===== config.mk =====
export PLATFORM = sky130hd
export DESIGN_NAME = point_in_polygon_ray_cast_top_flat
export DESIGN_NICKNAME = d
export VERILOG_FILES = /design/src/hw/rtl/pip_pkg.sv /design/src/hw/rtl/pip_req_if.sv /design/src/hw/rtl/pip_rsp_if.sv /design/src/hw/rtl/point_in_polygon_ray_cast_top.sv /design/src/hw/rtl/pip_ram.sv /design/src/flat_wrapper.sv
export SDC_FILE = /design/constraint.sdc
export NUM_CORES = 2
export LEC_CHECK = 0
export BUFFER_PORTS_ARGS = -buffer_cell sky130_fd_sc_hd__buf_2
export CAP_MARGIN = 20
export CORE_ASPECT_RATIO = 0.75
export CORE_MARGIN = 2
export CORE_UTILIZATION = 44
export CTS_CLUSTER_SIZE = 10
export DETAILED_ROUTE_END_ITERATION = 10
export SLEW_MARGIN = 20
export SYNTH_ARGS = -nofsm -noshare
export SYNTH_HDL_FRONTEND = slang
export SYNTH_SLANG_ARGS = --single-unit

===== constraint.sdc =====
create_clock -name clk -period 10.7 [get_ports clk]
set_clock_uncertainty 0.15 [all_clocks]
set_input_delay 1.07 -clock clk [delete_from_list [all_inputs] [get_ports clk]]
set_output_delay 1.07 -clock clk [all_outputs]
set_load 0.03 [all_outputs]

===== src/hw/rtl/pip_pkg.sv =====
`timescale 1ns / 1ps
// ----------------------------------------------------------------------------
// pip_pkg - shared constants for the point-in-polygon ray caster
// Field widths, request codes and fixed-point constants.
// ----------------------------------------------------------------------------
package pip_pkg;

    // word field widths (fixed by the channel format)
    localparam int REQ_TYPE_W    = 1;
    localparam int IDX_FIELD_W   = 4;
    localparam int COORD_FIELD_W = 32;
    localparam int CROSS_W       = 5;

    // vertex_count register
    localparam int VCOUNT_W = 5;
    localparam logic [VCOUNT_W-1:0] VCOUNT_RESET = 5'd4;

    // request codes
    localparam logic [REQ_TYPE_W-1:0] REQ_LOAD = 1'b0;
    localparam logic [REQ_TYPE_W-1:0] REQ_TEST = 1'b1;

    // Q16.16: 1.0 nudge applied on a y tie
    localparam int FRAC_W = 16;
    localparam int Q_ONE  = 1 << FRAC_W;

    // digit width of the shared multiplier's narrow operand
    localparam int DIGIT_W = 16;

endpackage


===== src/hw/rtl/pip_req_if.sv =====
`timescale 1ns / 1ps
// ----------------------------------------------------------------------------
// pip_req_if - request channel
// Valid/ready channel carrying vertex loads and point tests.
// ----------------------------------------------------------------------------
interface pip_req_if;
    logic                                    valid;
    logic                                    ready;
    logic [pip_pkg::REQ_TYPE_W-1:0]          req_type;
    logic [pip_pkg::IDX_FIELD_W-1:0]         vertex_index;
    logic signed [pip_pkg::COORD_FIELD_W-1:0] coord_x;
    logic signed [pip_pkg::COORD_FIELD_W-1:0] coord_y;

    modport source (output valid, output req_type, output vertex_index,
                    output coord_x, output coord_y, input ready);
    modport sink   (input valid, input req_type, input vertex_index,
                    input coord_x, input coord_y, output ready);
endinterface


===== src/hw/rtl/pip_rsp_if.sv =====
`timescale 1ns / 1ps
// ----------------------------------------------------------------------------
// pip_rsp_if - result channel
// Valid/ready channel carrying one test result per point.
// ----------------------------------------------------------------------------
interface pip_rsp_if;
    logic                           valid;
    logic                           ready;
    logic                           inside_res;
    logic [pip_pkg::CROSS_W-1:0]    crossing_count;

    modport source (output valid, output inside_res, output crossing_count,
                    input ready);
    modport sink   (input valid, input inside_res, input crossing_count,
                    output ready);
endinterface


===== src/hw/rtl/point_in_polygon_ray_cast_top.sv =====
`timescale 1ns / 1ps
// ----------------------------------------------------------------------------
// point_in_polygon_ray_cast_top - ray-cast point-in-polygon tester
// Vertex table in RAM, edges walked one at a time, exact slope compare on
// one shared signed multiplier.
// ----------------------------------------------------------------------------
// Usage:
//   req  : valid/ready words. req_type REQ_LOAD writes coord_x/coord_y into
//          slot vertex_index (slots at or past MAX_VERTICES are dropped) and
//          gives no result. req_type REQ_TEST casts a +x ray from the point.
//   rsp  : one word per test: crossing_count and inside_res (count is odd).
//   cfg  : cfg_we/cfg_wdata write vertex_count (clamped to MAX_VERTICES);
//          write only while idle.
// Sequence:
//   A load leaves the sequencer idle, so ready stays high.
//   A test walks FIRST, then ORDER and TEST for each edge, then DONE (plus
//   the wait for a free result slot); with no edges it goes straight to
//   DONE. An edge ends at TEST when the bounding checks settle it, else it
//   goes on through MUL and DEC: the multiplier takes one 16-bit digit of
//   a y span per cycle and alternates the two cross products.
//   ready is high only while the sequencer is idle.
// Reset: control clears, vertex_count returns to 4. The vertex table is not
//   cleared; test only after the vertices in use are loaded.
// Stall: the result sits in an output register; a new word is taken while
//   it waits, and a finished test holds until the slot frees up.
// ----------------------------------------------------------------------------
module point_in_polygon_ray_cast_top #(
    parameter int MAX_VERTICES = 16,
    parameter int COORD_WIDTH  = 32
) (
    input  logic                           clk,
    input  logic                           rst_n,
    input  logic                           cfg_we,
    input  logic [pip_pkg::VCOUNT_W-1:0]   cfg_wdata,
    pip_req_if.sink                        req,
    pip_rsp_if.source                      rsp
);

    // ------------------------------------------------------------------
    // derived widths
    // ------------------------------------------------------------------
    localparam int CW     = COORD_WIDTH;
    localparam int IDX_W  = $clog2(MAX_VERTICES);
    localparam int CNT_W  = $clog2(MAX_VERTICES + 1);
    localparam int NW     = (CNT_W > pip_pkg::VCOUNT_W) ? CNT_W : pip_pkg::VCOUNT_W;
    localparam int SW     = (CNT_W > pip_pkg::IDX_FIELD_W) ? CNT_W : pip_pkg::IDX_FIELD_W;
    // nudged y: needs room for +1.0 above the largest coordinate
    localparam int YW     = (CW >= pip_pkg::FRAC_W + 1) ? CW + 1 : pip_pkg::FRAC_W + 2;
    localparam int ND     = (CW + pip_pkg::DIGIT_W - 1) / pip_pkg::DIGIT_W;
    localparam int PADW   = ND * pip_pkg::DIGIT_W;
    localparam int STEP_W = $clog2(2 * ND);
    localparam int PW     = CW + 1 + pip_pkg::DIGIT_W + 1;
    localparam int AW     = 2 * CW + 3;

    typedef enum logic [6:0] {
        S_IDLE  = 7'b0000001,
        S_FIRST = 7'b0000010,
        S_ORDER = 7'b0000100,
        S_TEST  = 7'b0001000,
        S_MUL   = 7'b0010000,
        S_DEC   = 7'b0100000,
        S_DONE  = 7'b1000000
    } state_t;

    function automatic logic signed [CW-1:0] to_coord(
        input logic [pip_pkg::COORD_FIELD_W-1:0] f
    );
        logic signed [63:0] ext;
        ext = 64'(signed'(f));
        return ext[CW-1:0];
    endfunction

    // ------------------------------------------------------------------
    // registers
    // ------------------------------------------------------------------
    state_t                        state_reg, state_next;
    logic [pip_pkg::VCOUNT_W-1:0]  vcount_reg, vcount_next;
    logic [CNT_W-1:0]              n_reg, n_next;
    logic [CNT_W-1:0]              last_reg, last_next;
    logic [CNT_W-1:0]              edge_reg, edge_next;
    logic [CNT_W-1:0]              rd_ptr_reg, rd_ptr_next;
    logic [CNT_W-1:0]              hits_reg, hits_next;
    logic [STEP_W-1:0]             step_reg, step_next;
    logic                          res_valid_reg, res_valid_next;

    // datapath (no reset)
    logic signed [CW-1:0]          px_reg, py_reg;
    logic signed [CW-1:0]          first_x_reg, first_y_reg;
    logic signed [CW-1:0]          prev_x_reg, prev_y_reg;
    logic signed [CW-1:0]          ax_reg, ay_reg, bx_reg, by_reg;
    logic signed [CW-1:0]          lox_reg, hix_reg;
    logic signed [YW-1:0]          pyr_reg;
    logic signed [CW:0]            d1_reg, d2_reg;
    logic [CW-1:0]                 dyp_reg, dyb_reg;
    logic signed [AW-1:0]          acc_reg;
    logic                          res_inside_reg;
    logic [pip_pkg::CROSS_W-1:0]   res_count_reg;

    // ------------------------------------------------------------------
    // vertex RAM: {x, y}
    // ------------------------------------------------------------------
    logic                 wr_en;
    logic [IDX_W-1:0]     wr_addr;
    logic [2*CW-1:0]      wr_data;
    logic                 rd_en;
    logic [IDX_W-1:0]     rd_addr;
    logic [2*CW-1:0]      rd_data;

    pip_ram #(
        .WIDTH (2 * CW),
        .DEPTH (MAX_VERTICES)
    ) u_vtx_ram (
        .clk     (clk),
        .wr_en   (wr_en),
        .wr_addr (wr_addr),
        .wr_data (wr_data),
        .rd_en   (rd_en),
        .rd_addr (rd_addr),
        .rd_data (rd_data)
    );

    // ------------------------------------------------------------------
    // request decode
    // ------------------------------------------------------------------
    logic                  req_fire;
    logic signed [CW-1:0]  in_x, in_y;
    logic [NW-1:0]         n_ext;
    logic [CNT_W-1:0]      n_clamp;
    logic                  slot_ok;

    assign req.ready = (state_reg == S_IDLE);
    assign req_fire  = req.valid && req.ready;
    assign in_x      = to_coord(req.coord_x);
    assign in_y      = to_coord(req.coord_y);

    // vertex_count above the table depth uses the whole table
    assign n_ext   = (NW'(vcount_reg) > NW'(MAX_VERTICES)) ? NW'(MAX_VERTICES)
                                                           : NW'(vcount_reg);
    assign n_clamp = CNT_W'(n_ext);
    assign slot_ok = SW'(req.vertex_index) < SW'(MAX_VERTICES);

    assign wr_en   = req_fire && (req.req_type == pip_pkg::REQ_LOAD) && slot_ok;
    assign wr_addr = IDX_W'(req.vertex_index);
    assign wr_data = {in_x, in_y};

    // one read in flight ahead of the edge that needs it
    logic rd_issue;
    assign rd_issue = ((state_reg == S_FIRST) || (state_reg == S_ORDER))
                      && (rd_ptr_reg < n_reg);
    assign rd_en    = (req_fire && (req.req_type == pip_pkg::REQ_TEST)) || rd_issue;
    assign rd_addr  = rd_issue ? rd_ptr_reg[IDX_W-1:0] : '0;

    // ------------------------------------------------------------------
    // ORDER: pick current endpoint, sort by y, nudge y on a tie
    // ------------------------------------------------------------------
    logic signed [CW-1:0]  rd_x, rd_y, cur_x, cur_y;
    logic signed [CW-1:0]  ax_c, ay_c, bx_c, by_c, lox_c, hix_c;
    logic signed [YW-1:0]  py_ext, pyr_c;
    logic                  prev_lower, y_tie;

    assign rd_x  = rd_data[2*CW-1:CW];
    assign rd_y  = rd_data[CW-1:0];
    // closing edge wraps to vertex 0
    assign cur_x = (edge_reg == last_reg) ? first_x_reg : rd_x;
    assign cur_y = (edge_reg == last_reg) ? first_y_reg : rd_y;

    // A is the lower endpoint; on equal y A is the second endpoint
    assign prev_lower = prev_y_reg < cur_y;
    assign ax_c  = prev_lower ? prev_x_reg : cur_x;
    assign ay_c  = prev_lower ? prev_y_reg : cur_y;
    assign bx_c  = prev_lower ? cur_x : prev_x_reg;
    assign by_c  = prev_lower ? cur_y : prev_y_reg;
    assign lox_c = (prev_x_reg < cur_x) ? prev_x_reg : cur_x;
    assign hix_c = (prev_x_reg < cur_x) ? cur_x : prev_x_reg;

    assign y_tie  = (py_reg == prev_y_reg) || (py_reg == cur_y);
    assign py_ext = {{(YW-CW){py_reg[CW-1]}}, py_reg};
    assign pyr_c  = py_ext + (y_tie ? YW'(pip_pkg::Q_ONE) : YW'(0));

    // ------------------------------------------------------------------
    // TEST: bounding checks, spans for the slope compare
    // ------------------------------------------------------------------
    logic signed [YW-1:0]  ay_ext, by_ext, dyp_full;
    logic signed [CW:0]    d1_c, d2_c, dyb_full;
    logic                  y_out, x_right, x_left, on_a;
    logic                  early_done, early_hit;

    assign ay_ext  = {{(YW-CW){ay_reg[CW-1]}}, ay_reg};
    assign by_ext  = {{(YW-CW){by_reg[CW-1]}}, by_reg};
    assign y_out   = (pyr_reg < ay_ext) || (pyr_reg > by_ext);
    assign x_right = px_reg >= hix_reg;
    assign x_left  = px_reg < lox_reg;
    assign on_a    = px_reg == ax_reg;   // straight above A: infinite slope

    assign early_done = y_out || x_right || x_left || on_a;
    assign early_hit  = !y_out && !x_right && (x_left || on_a);

    assign d1_c     = {px_reg[CW-1], px_reg} - {ax_reg[CW-1], ax_reg};
    assign d2_c     = {bx_reg[CW-1], bx_reg} - {ax_reg[CW-1], ax_reg};
    assign dyp_full = pyr_reg - ay_ext;
    assign dyb_full = {by_reg[CW-1], by_reg} - {ay_reg[CW-1], ay_reg};

    // ------------------------------------------------------------------
    // MUL: D = dyp*d2 - dyb*d1, MSB digit first, one product per cycle
    // ------------------------------------------------------------------
    logic                        even_step;
    logic [STEP_W-1:0]           dig_sel;
    logic [PADW-1:0]             dyp_pad, dyb_pad;
    logic [pip_pkg::DIGIT_W-1:0] mul_b;
    logic signed [CW:0]          mul_a;
    logic signed [PW-1:0]        prod;
    logic signed [AW-1:0]        prod_ext, acc_c;

    assign even_step = !step_reg[0];
    assign dig_sel   = STEP_W'(ND - 1) - (step_reg >> 1);
    assign dyp_pad   = PADW'(dyp_reg);
    assign dyb_pad   = PADW'(dyb_reg);
    assign mul_a     = even_step ? d2_reg : d1_reg;
    assign mul_b     = even_step
                       ? pip_pkg::DIGIT_W'(dyp_pad >> (dig_sel * pip_pkg::DIGIT_W))
                       : pip_pkg::DIGIT_W'(dyb_pad >> (dig_sel * pip_pkg::DIGIT_W));
    assign prod      = mul_a * $signed({1'b0, mul_b});
    assign prod_ext  = {{(AW-PW){prod[PW-1]}}, prod};
    assign acc_c     = even_step ? ((acc_reg <<< pip_pkg::DIGIT_W) + prod_ext)
                                 : (acc_reg - prod_ext);

    // DEC: with d2 > 0 crossed when D >= 0; with d2 < 0 when D <= 0
    logic dec_hit;
    assign dec_hit = d2_reg[CW] ? (acc_reg[AW-1] || (acc_reg == '0))
                                : !acc_reg[AW-1];

    // ------------------------------------------------------------------
    // sequencer
    // ------------------------------------------------------------------
    logic edge_fin, edge_hit, res_load;

    always_comb
    begin
        state_next     = state_reg;
        vcount_next    = vcount_reg;
        n_next         = n_reg;
        last_next      = last_reg;
        edge_next      = edge_reg;
        rd_ptr_next    = rd_ptr_reg;
        hits_next      = hits_reg;
        step_next      = step_reg;
        res_valid_next = res_valid_reg;
        edge_fin       = 1'b0;
        edge_hit       = 1'b0;
        res_load       = 1'b0;

        if (cfg_we)
        begin
            vcount_next = cfg_wdata;
        end

        if (rsp.valid && rsp.ready)
        begin
            res_valid_next = 1'b0;
        end

        if (rd_issue)
        begin
            rd_ptr_next = rd_ptr_reg + 1'b1;
        end

        unique case (state_reg)
            S_IDLE:
            begin
                if (req_fire && (req.req_type == pip_pkg::REQ_TEST))
                begin
                    hits_next   = '0;
                    edge_next   = '0;
                    n_next      = n_clamp;
                    last_next   = n_clamp - 1'b1;
                    rd_ptr_next = CNT_W'(1);
                    state_next  = (n_clamp == '0) ? S_DONE : S_FIRST;
                end
            end
            S_FIRST:
            begin
                state_next = S_ORDER;
            end
            S_ORDER:
            begin
                state_next = S_TEST;
            end
            S_TEST:
            begin
                if (early_done)
                begin
                    edge_fin = 1'b1;
                    edge_hit = early_hit;
                end
                else
                begin
                    step_next  = '0;
                    state_next = S_MUL;
                end
            end
            S_MUL:
            begin
                step_next = step_reg + 1'b1;
                if (step_reg == STEP_W'(2 * ND - 1))
                begin
                    state_next = S_DEC;
                end
            end
            S_DEC:
            begin
                edge_fin = 1'b1;
                edge_hit = dec_hit;
            end
            S_DONE:
            begin
                if (!res_valid_reg || rsp.ready)
                begin
                    res_load       = 1'b1;
                    res_valid_next = 1'b1;
                    state_next     = S_IDLE;
                end
            end
            default:
            begin
                state_next = S_IDLE;
            end
        endcase

        if (edge_fin)
        begin
            hits_next = hits_reg + CNT_W'(edge_hit);
            if (edge_reg == last_reg)
            begin
                state_next = S_DONE;
            end
            else
            begin
                edge_next  = edge_reg + 1'b1;
                state_next = S_ORDER;
            end
        end
    end

    always_ff @(posedge clk or negedge rst_n)
    begin
        if (!rst_n)
        begin
            state_reg     <= S_IDLE;
            vcount_reg    <= pip_pkg::VCOUNT_RESET;
            n_reg         <= '0;
            last_reg      <= '0;
            edge_reg      <= '0;
            rd_ptr_reg    <= '0;
            hits_reg      <= '0;
            step_reg      <= '0;
            res_valid_reg <= 1'b0;
        end
        else
        begin
            state_reg     <= state_next;
            vcount_reg    <= vcount_next;
            n_reg         <= n_next;
            last_reg      <= last_next;
            edge_reg      <= edge_next;
            rd_ptr_reg    <= rd_ptr_next;
            hits_reg      <= hits_next;
            step_reg      <= step_next;
            res_valid_reg <= res_valid_next;
        end
    end

    always_ff @(posedge clk)
    begin
        if (req_fire)
        begin
            px_reg <= in_x;
            py_reg <= in_y;
        end
        if (state_reg == S_FIRST)
        begin
            first_x_reg <= rd_x;
            first_y_reg <= rd_y;
            prev_x_reg  <= rd_x;
            prev_y_reg  <= rd_y;
        end
        if (state_reg == S_ORDER)
        begin
            ax_reg      <= ax_c;
            ay_reg      <= ay_c;
            bx_reg      <= bx_c;
            by_reg      <= by_c;
            lox_reg     <= lox_c;
            hix_reg     <= hix_c;
            pyr_reg     <= pyr_c;
            prev_x_reg  <= cur_x;
            prev_y_reg  <= cur_y;
        end
        if (state_reg == S_TEST)
        begin
            d1_reg  <= d1_c;
            d2_reg  <= d2_c;
            dyp_reg <= dyp_full[CW-1:0];
            dyb_reg <= dyb_full[CW-1:0];
            acc_reg <= '0;
        end
        if (state_reg == S_MUL)
        begin
            acc_reg <= acc_c;
        end
        if (res_load)
        begin
            res_inside_reg <= hits_reg[0];
            res_count_reg  <= pip_pkg::CROSS_W'(hits_reg);
        end
    end

    assign rsp.valid          = res_valid_reg;
    assign rsp.inside_res     = res_inside_reg;
    assign rsp.crossing_count = res_count_reg;

    // ------------------------------------------------------------------
    // checks
    // ------------------------------------------------------------------
    a_prefetch_ahead: assert property (@(posedge clk) disable iff (!rst_n)
        (state_reg == S_ORDER) |->
            (((CNT_W+1)'(rd_ptr_reg) == (CNT_W+1)'(edge_reg) + (CNT_W+1)'(2))
             || (rd_ptr_reg == n_reg)))
        else $error("vertex prefetch out of step with edge walk");

    a_hits_bounded: assert property (@(posedge clk) disable iff (!rst_n)
        (state_reg == S_ORDER) |-> (hits_reg <= edge_reg))
        else $error("more crossings than edges tested");

    a_done_hits: assert property (@(posedge clk) disable iff (!rst_n)
        (state_reg == S_DONE) |-> (hits_reg <= n_reg))
        else $error("crossing count exceeds edge count");

    a_result_source: assert property (@(posedge clk) disable iff (!rst_n)
        $rose(rsp.valid) |-> $past(state_reg == S_DONE))
        else $error("result word raised outside completion");

endmodule


===== src/hw/rtl/pip_ram.sv =====
`timescale 1ns / 1ps
// ----------------------------------------------------------------------------
// pip_ram - generic single-write, single-read RAM
// One write port, one read port with registered read data.
// ----------------------------------------------------------------------------
module pip_ram #(
    parameter int WIDTH = 64,
    parameter int DEPTH = 16
) (
    input  logic                     clk,
    input  logic                     wr_en,
    input  logic [$clog2(DEPTH)-1:0] wr_addr,
    input  logic [WIDTH-1:0]         wr_data,
    input  logic                     rd_en,
    input  logic [$clog2(DEPTH)-1:0] rd_addr,
    output logic [WIDTH-1:0]         rd_data
);

    logic [WIDTH-1:0] mem [DEPTH];

    always_ff @(posedge clk)
    begin
        if (wr_en)
        begin
            mem[wr_addr] <= wr_data;
        end
        if (rd_en)
        begin
            rd_data <= mem[rd_addr];
        end
    end

endmodule


===== src/flat_wrapper.sv =====
// flat-port wrapper written by rule: the top's interface ports become plain ports
module point_in_polygon_ray_cast_top_flat 
#(
    parameter int MAX_VERTICES = 16,
    parameter int COORD_WIDTH  = 32
)
  (clk, rst_n, cfg_we, cfg_wdata, req_valid, req_req_type, req_vertex_index, req_coord_x, req_coord_y, req_ready, rsp_valid, rsp_inside_res, rsp_crossing_count, rsp_ready);
  pip_req_if req_i ();
  pip_rsp_if rsp_i ();
  input  logic clk;
  input  logic rst_n;
  input  logic cfg_we;
  input  logic [pip_pkg::VCOUNT_W-1:0] cfg_wdata;
  input wire logic [$bits(req_i.valid)-1:0] req_valid;
  input wire logic [$bits(req_i.req_type)-1:0] req_req_type;
  input wire logic [$bits(req_i.vertex_index)-1:0] req_vertex_index;
  input wire logic [$bits(req_i.coord_x)-1:0] req_coord_x;
  input wire logic [$bits(req_i.coord_y)-1:0] req_coord_y;
  output wire logic [$bits(req_i.ready)-1:0] req_ready;
  output wire logic [$bits(rsp_i.valid)-1:0] rsp_valid;
  output wire logic [$bits(rsp_i.inside_res)-1:0] rsp_inside_res;
  output wire logic [$bits(rsp_i.crossing_count)-1:0] rsp_crossing_count;
  input wire logic [$bits(rsp_i.ready)-1:0] rsp_ready;
  assign req_i.valid = req_valid;
  assign req_i.req_type = req_req_type;
  assign req_i.vertex_index = req_vertex_index;
  assign req_i.coord_x = req_coord_x;
  assign req_i.coord_y = req_coord_y;
  assign req_ready = req_i.ready;
  assign rsp_valid = rsp_i.valid;
  assign rsp_inside_res = rsp_i.inside_res;
  assign rsp_crossing_count = rsp_i.crossing_count;
  assign rsp_i.ready = rsp_ready;
  point_in_polygon_ray_cast_top #(.MAX_VERTICES(MAX_VERTICES), .COORD_WIDTH(COORD_WIDTH)) u_core (.clk(clk), .rst_n(rst_n), .cfg_we(cfg_we), .cfg_wdata(cfg_wdata), .req(req_i), .rsp(rsp_i));
endmodule

; ---- Word level (Yosys, flattened, before mapping)
; Memory sizes are Yosys's and may differ from the RTL's. A register that Yosys moved wholly into a read port is not among the register bits.
; Index checks and enable logic that the tools add are counted.
[word_totals]
n_memories = 1
input_bits = 79
word_cells = 156
ramBits = 1024
ff_bits = 660
out_inout_bits = 8
[mem_list]
columns = memory, depth, width, rd, rd_ports_with_merged_regs, write_ports, line_no
row1 = u_core.u_vtx_ram.mem, 16, 64, 1, 1, 1, pip_ram.sv:19  ; logic [WIDTH-1:0] mem [DEPTH];
[op_classes]
multipliers = 1
mux = 52
order_cmp = 8
eq_ne = 18
reduce_logical = 31
addsub = 13
bitwise_logic = 1
shift = 2
[op_table]
columns = operator, count
row1 = $mux W32, 12
row2 = $mux W67, 3
row3 = $eq A32 B32 Y1, 3
row4 = $lt A32 B32 Y1, 3
row5 = $add A67 B50 Y67, 1
row6 = $logic_not A67 Y1, 1
row7 = $sub A67 B50 Y67, 1
row8 = $sub A32 B32 Y33, 2
row9 = $shr A32 B6 Y16, 2
row10 = $sub A32 B32 Y32, 2
row11 = $mux W5, 11
row12 = $mul A33 B17 Y50, 1
row13 = $mux W7, 7
row14 = $pmux W7 S7, 1
row15 = $add A32 B18 Y33, 1
row16 = $gt A33 B32 Y1, 1
row17 = $lt A33 B32 Y1, 1
row18 = $mux W33, 1
row19 = $ge A32 B32 Y1, 1
row20 = $mux W17, 1
row21 = $mux W16, 1
row22 = $add A5 B1 Y5 const B, 2
row23 = $logic_or A1 B1 Y1, 10
row24 = $mux W1, 10
row25 = 30 further kinds, 47

; ---- Logic depth before layout (Yosys ltp)
[depth]
depth_word = 9
mapped_depth = 46
mapped_depth_nobuf = 42

; ---- By module
; Synthesis repeated with hierarchy kept, for this count alone.
[hier_totals]
hier_cells = 7798
hier_area_um2 = 100843.0
[modules_own_cells]
columns = module, cells_per_inst, instances, seq_area_each_um2, area_per_inst_um2
row1 = point_in_polygon_ray_cast_top, 6151, 1, 19591.3, 60619.4
row2 = pip_ram, 1647, 1, 32671.3, 40223.6

; ---- Worst setup path after synthesis
; No wires, ideal clock.
[synth_timing]
path_type = register to register
startpoint = register u_core.step_reg[0]
endpoint = register u_core.acc_reg[61], data pin
synth_period_minus_slack_ns = 11.363
required_time_ns = 10.280
arrival_time_ns = 10.943
n_path_buf = 6
stages_incl_launch_ff = 45
setup_ns = 0.270
setup_slack_ns = -0.663
cell_sequence = dfrtp_1 > buf_2 > buf_1 > clkbuf_1 > clkbuf_1 > clkbuf_1 > mux2i_1 > nor2_1 > fa_1 > inv_1 > fa_1 > fa_1 > inv_1 > fa_1 > fa_1 > inv_1 > fa_1 > inv_1 > (+9 left out) > a21boi_0 > o21ai_0 > xnor2_1 > inv_1 > ha_1 > buf_2 > a21o_1 > a21o_1 > a221oi_1 > o21ai_1 > a221o_1 > a221oi_1 > a21oi_1 > nor3b_1 > and3_1 > or3_1 > nand3_1 > a21oi_1
[synth_between]
elab_chain_len = 5
elab_cells_between_ends = 7
cone_classes = 2 x add/sub / 1 x mul / 4 x mux
[synth_rtl]
columns = item, line_no
row1 = "start, declared", point_in_polygon_ray_cast_top.sv:83  ; logic [STEP_W-1:0] step_reg, step_next;
row2 = "start signal, assigned", point_in_polygon_ray_cast_top.sv:367  ; step_reg <= step_next;
row3 = $mux W33 or $mux W16 (tied branches), "point_in_polygon_ray_cast_top.sv:218, point_in_polygon_ray_cast_top.sv:220"
row4 = $mul A33 B17 Y50, point_in_polygon_ray_cast_top.sv:222  ; assign prod = mul_a * $signed({1'b0, mul_b});
row5 = $add A67 B50 Y67 or $sub A67 B50 Y67 (tied branches), "point_in_polygon_ray_cast_top.sv:224, point_in_polygon_ray_cast_top.sv:225"
row6 = $mux W67 (*), point_in_polygon_ray_cast_top.sv:224  ; assign acc_c = even_step ? ((acc_reg <<< pip_pkg::DIGIT_W) + prod_ext)
row7 = $mux W67 (*), point_in_polygon_ray_cast_top.sv:406  ; if (state_reg == S_MUL)
row8 = "end signal, assigned", point_in_polygon_ray_cast_top.sv:404  ; acc_reg <= '0;
row9 = "end signal, assigned", point_in_polygon_ray_cast_top.sv:408  ; acc_reg <= acc_c;
row10 = "end, declared", point_in_polygon_ray_cast_top.sv:95  ; logic signed [AW-1:0] acc_reg;
; Mark *: on every way between the ends. The rest lies on a longest branch, timed or not.
; A chain may end at the register's enable or synchronous reset.

; ---- Worst setup path after layout
[layout_timing]
startpoint = register u_core.step_reg[0]
endpoint = register u_core.acc_reg[62], data pin
; The elaborated chain is that of the path after synthesis.

==> metrics.md <==
| Metric | Value |
|---|---|
| Area occupied by multi-input gates | 45200 um2 |
| Slowest cell on crit path | fa_1 |
| Final Cycle Share | 96.4% |
| FF-to-FF End | u_core.acc_reg[62] |
| Die W | 559 um |
| CTS tree | done |
| CP max stage delay | 0.59 ns |
| Ranking of synthesized cells by area | edfxtp_1 (50%), fa_1 (10%), ha_1 (6.4%) |
| Max_cap viols | 0 |
| Worst Setup Path Type | register to register |
| Worst flop-to-flop path startpoint | u_core.step_reg[0] |
| Worst reg2reg path depth | 40 |
| Max Transition Viols Final | 0 |
| Post-Syn Instances | 8058 |
| Setup crit start kind | register |
| Crit Path Max Fanout | 35 |
| I/O Pins | just under 90 |
| Synth warnings | 0 |
| Arr. time, crit path | 10.68 ns |
| Synthesized area per cell | 12.6 um2 |
| Hold_buf cts | 0 |
| CP most frequent cell | fa_1 |
| First-pass GRT wire length | 404000 um |
| Post-synth EDFFs | 1707 |
| Share of cells above drive strength 1 | ~14% |
| Post-route setup TNS | 0 ns |
| Gr ovfl total | 0 |
| Placed insts | 11300 |
| Clk Latency, worst-skew pair | 0.89 ns |
| Vias per Instance | 5.55 |
| Post-synth top flop | edfxtp_1 |
| Post-synth top area share | 50.5% |
| DR WL/cell | between 20 and 25 um |
| Synth Cell Area | about 100000 um2 |
| Flops & latches, synth | 1747 |
| Post-synth cell types | 96 |
| Synth area leader | edfxtp_1 |
| Delay-heaviest family, CP | adder cells |
| # DRC | 0 |
| Outcome | completed |
| Critical Path RT | 11.07 ns |
| WP buf/inv | 9 |
| Port Buffers | 86 |
| DRT Wirelength | approximately 270000 um |
| Initial core utilization | 44.3% |
| Fmax | 96.9 MHz |
| Worst-case clock buffer depth | 4 |
| Largest net degree at the start of global routing | around 110 |
| Sequential Area | 52300 um2 |
| Global Route Usage Sum | 22.8% |
| Hold Path Class | input pin to async pin |
| Actual slew at the worst max-slew pin | 1.14 ns |
| Final Critical Period | slightly above 10 ns |
| H-tree depth reported by CTS | 4 |
| Die area | about 230000 um2 |
| Number of global-route vias before repair | 64400 |
| Placed cell areas | ~110000 um2 |
| Vias | roughly 64000 |
| Most common cell in the netlist | edfxtp_1 |
| TritonCTS Buffers | 205 |
| Area grow syn2layout | 12.4% |
| Setup Viol. Count Final | 0 |
| Core area | 229000 um2 |
| Clk sinks | 1747 |
| Fin area | about 110000 um2 |
| Setup crit end kind | register |
| Final hold viol count | 0 |
| DR pass1 iterations | 6 |
| Die height | 420 um |
| Clock Pin Slew Worst Setup and Hold Paths | 0.06 ns |
| Row count | roughly 150 |
| RD Place Congestion | 0.933 |
| Routed Antenna Nets | 0 |
| Synth cell count leaders | edfxtp_1 (1707), inv_1 (885), nand2_1 (790), nor2_1 (542), ha_1 (517) |
| Final-layout fill cell count | 19800 |
| Final Net Count | between 9000 and 10000 |
| 1st-iter DRT viols | 5924 |
| Post-synth net total | 9163 |
| Worst slew margin | between 20% and 30% |
| Ys async rst share | under 10% |
| DP HPWL | 195000 um |
| R2r setup slk | 0.38 ns |
| Sequential-to-total area share from yosys stat | ~51% |
| Worst hold slack | 0.267 ns |
| CTS root buf | clkbuf_16 |
| Number of non-filler instances in the completed layout | 11600 |
| Largest register FFs | about 1000 |
| Initial antenna violation count | 18 |
## metal layers
layer	vias up	GRT usage [%]	routed length, um
met3	323	4.16	19400
met4	22	4.67	5140
met5	-	0	128
met1	32400	34.8	126000
met2	1997	34.0	116000
li1	29600	-	-
## cells by family after synthesis
| kind of cell | Yosys count | share of synthesized area, % |
|---|---|---|
| multiplexers | 426 | 7.55 |
| AO/OA/AOI/OAI | 1386 | 8.56 |
| XOR/XNOR | 342 | 2.95 |
| AND/OR/NAND/NOR | 1937 | 8.56 |
| buffers and inverters | 1194 | 4.51 |
| flip-flops | 1747 | 51.5 |
| adder cells (fa/ha/maj) | 1026 | 16.4 |
## worst register-to-register path, delay by kind of cell (launching register included)
family / cells / cell delay [ns]
and+or+nand+nor: 5 / 0.64
xor gates and xnor gates: 2 / 0.55
AOI/OAI and AO/OA: 15 / 2.89
DFF: 1 / 0.50
buffers and inverters: 9 / 1.16
adders and majority gates: 8 / 3.64
muxes: 1 / 0.50
## what timing repair did
action	CTS	global route
hold endpoints to repair	0	0
buffers inserted	3	8
resized for setup	5	73
pin swaps	0	20
endpoints found under the setup margin	11	20
## how the worst max path moves through the flow
stage / start / endpoint / depth (start not counted)
floorplan: u_core.step_reg[0] / u_core.acc_reg[61] / 43
global placement: u_core.step_reg[0] / u_core.acc_reg[61] / 41
detailed placement: u_core.step_reg[0] / u_core.acc_reg[61] / 41
CTS: u_core.step_reg[0] / u_core.acc_reg[61] / 44
global route: u_core.step_reg[0] / u_core.acc_reg[62] / 41
finish: u_core.step_reg[0] / u_core.acc_reg[62] / 40
## cells in the final DEF, fill, tap and decap left out, drive strengths merged, types with 38 or more instances in the layout
master	count
nand3	75
nor4	38
fa	509
ha	517
xnor2	211
a31oi	89
a211oi	109
and2	129
clkbuf	227
dfrtp	38
nor2b	49
mux2	46
nand2	790
nand4	59
buf	509
o21ai	354
a21oi	378
mux2i	113
nor2	542
mux4	267
inv	884
nor3	72
nand2b	71
xor2	131
o21a	57
edfxtp	1707
a21o	177
o21bai	39
## layout make-up
| type | count | area share, % |
|---|---|---|
| clock inverters | 17 | 0.196 |
| multi-input cells | 5117 | 39.6 |
| well taps | 3080 | 3.38 |
| diodes | 1 | 0.00219 |
| clock buffers | 227 | 4.61 |
| inverters | 886 | 2.93 |
| repair buffers | 509 | 3.43 |
| flip-flops and latches | 1747 | 45.8 |
## stage by stage
| stage | setup WS (ns) | util, % |
|---|---|---|
| 2_1_floorplan | 0.0346 | - |
| 3_3_place_gp | -0.115 | 47.2 |
| 3_5_place_dp | -0.0918 | 47.2 |
| 4_1_cts | 0.0155 | 49.6 |
| 5_1_grt | -0.0102 | 49.8 |
| 6_report | 0.381 | 49.8 |
Power is left out: the tool's default activity adds up to more than one toggle a clock period on the data nets, which glitch-free logic cannot reach.
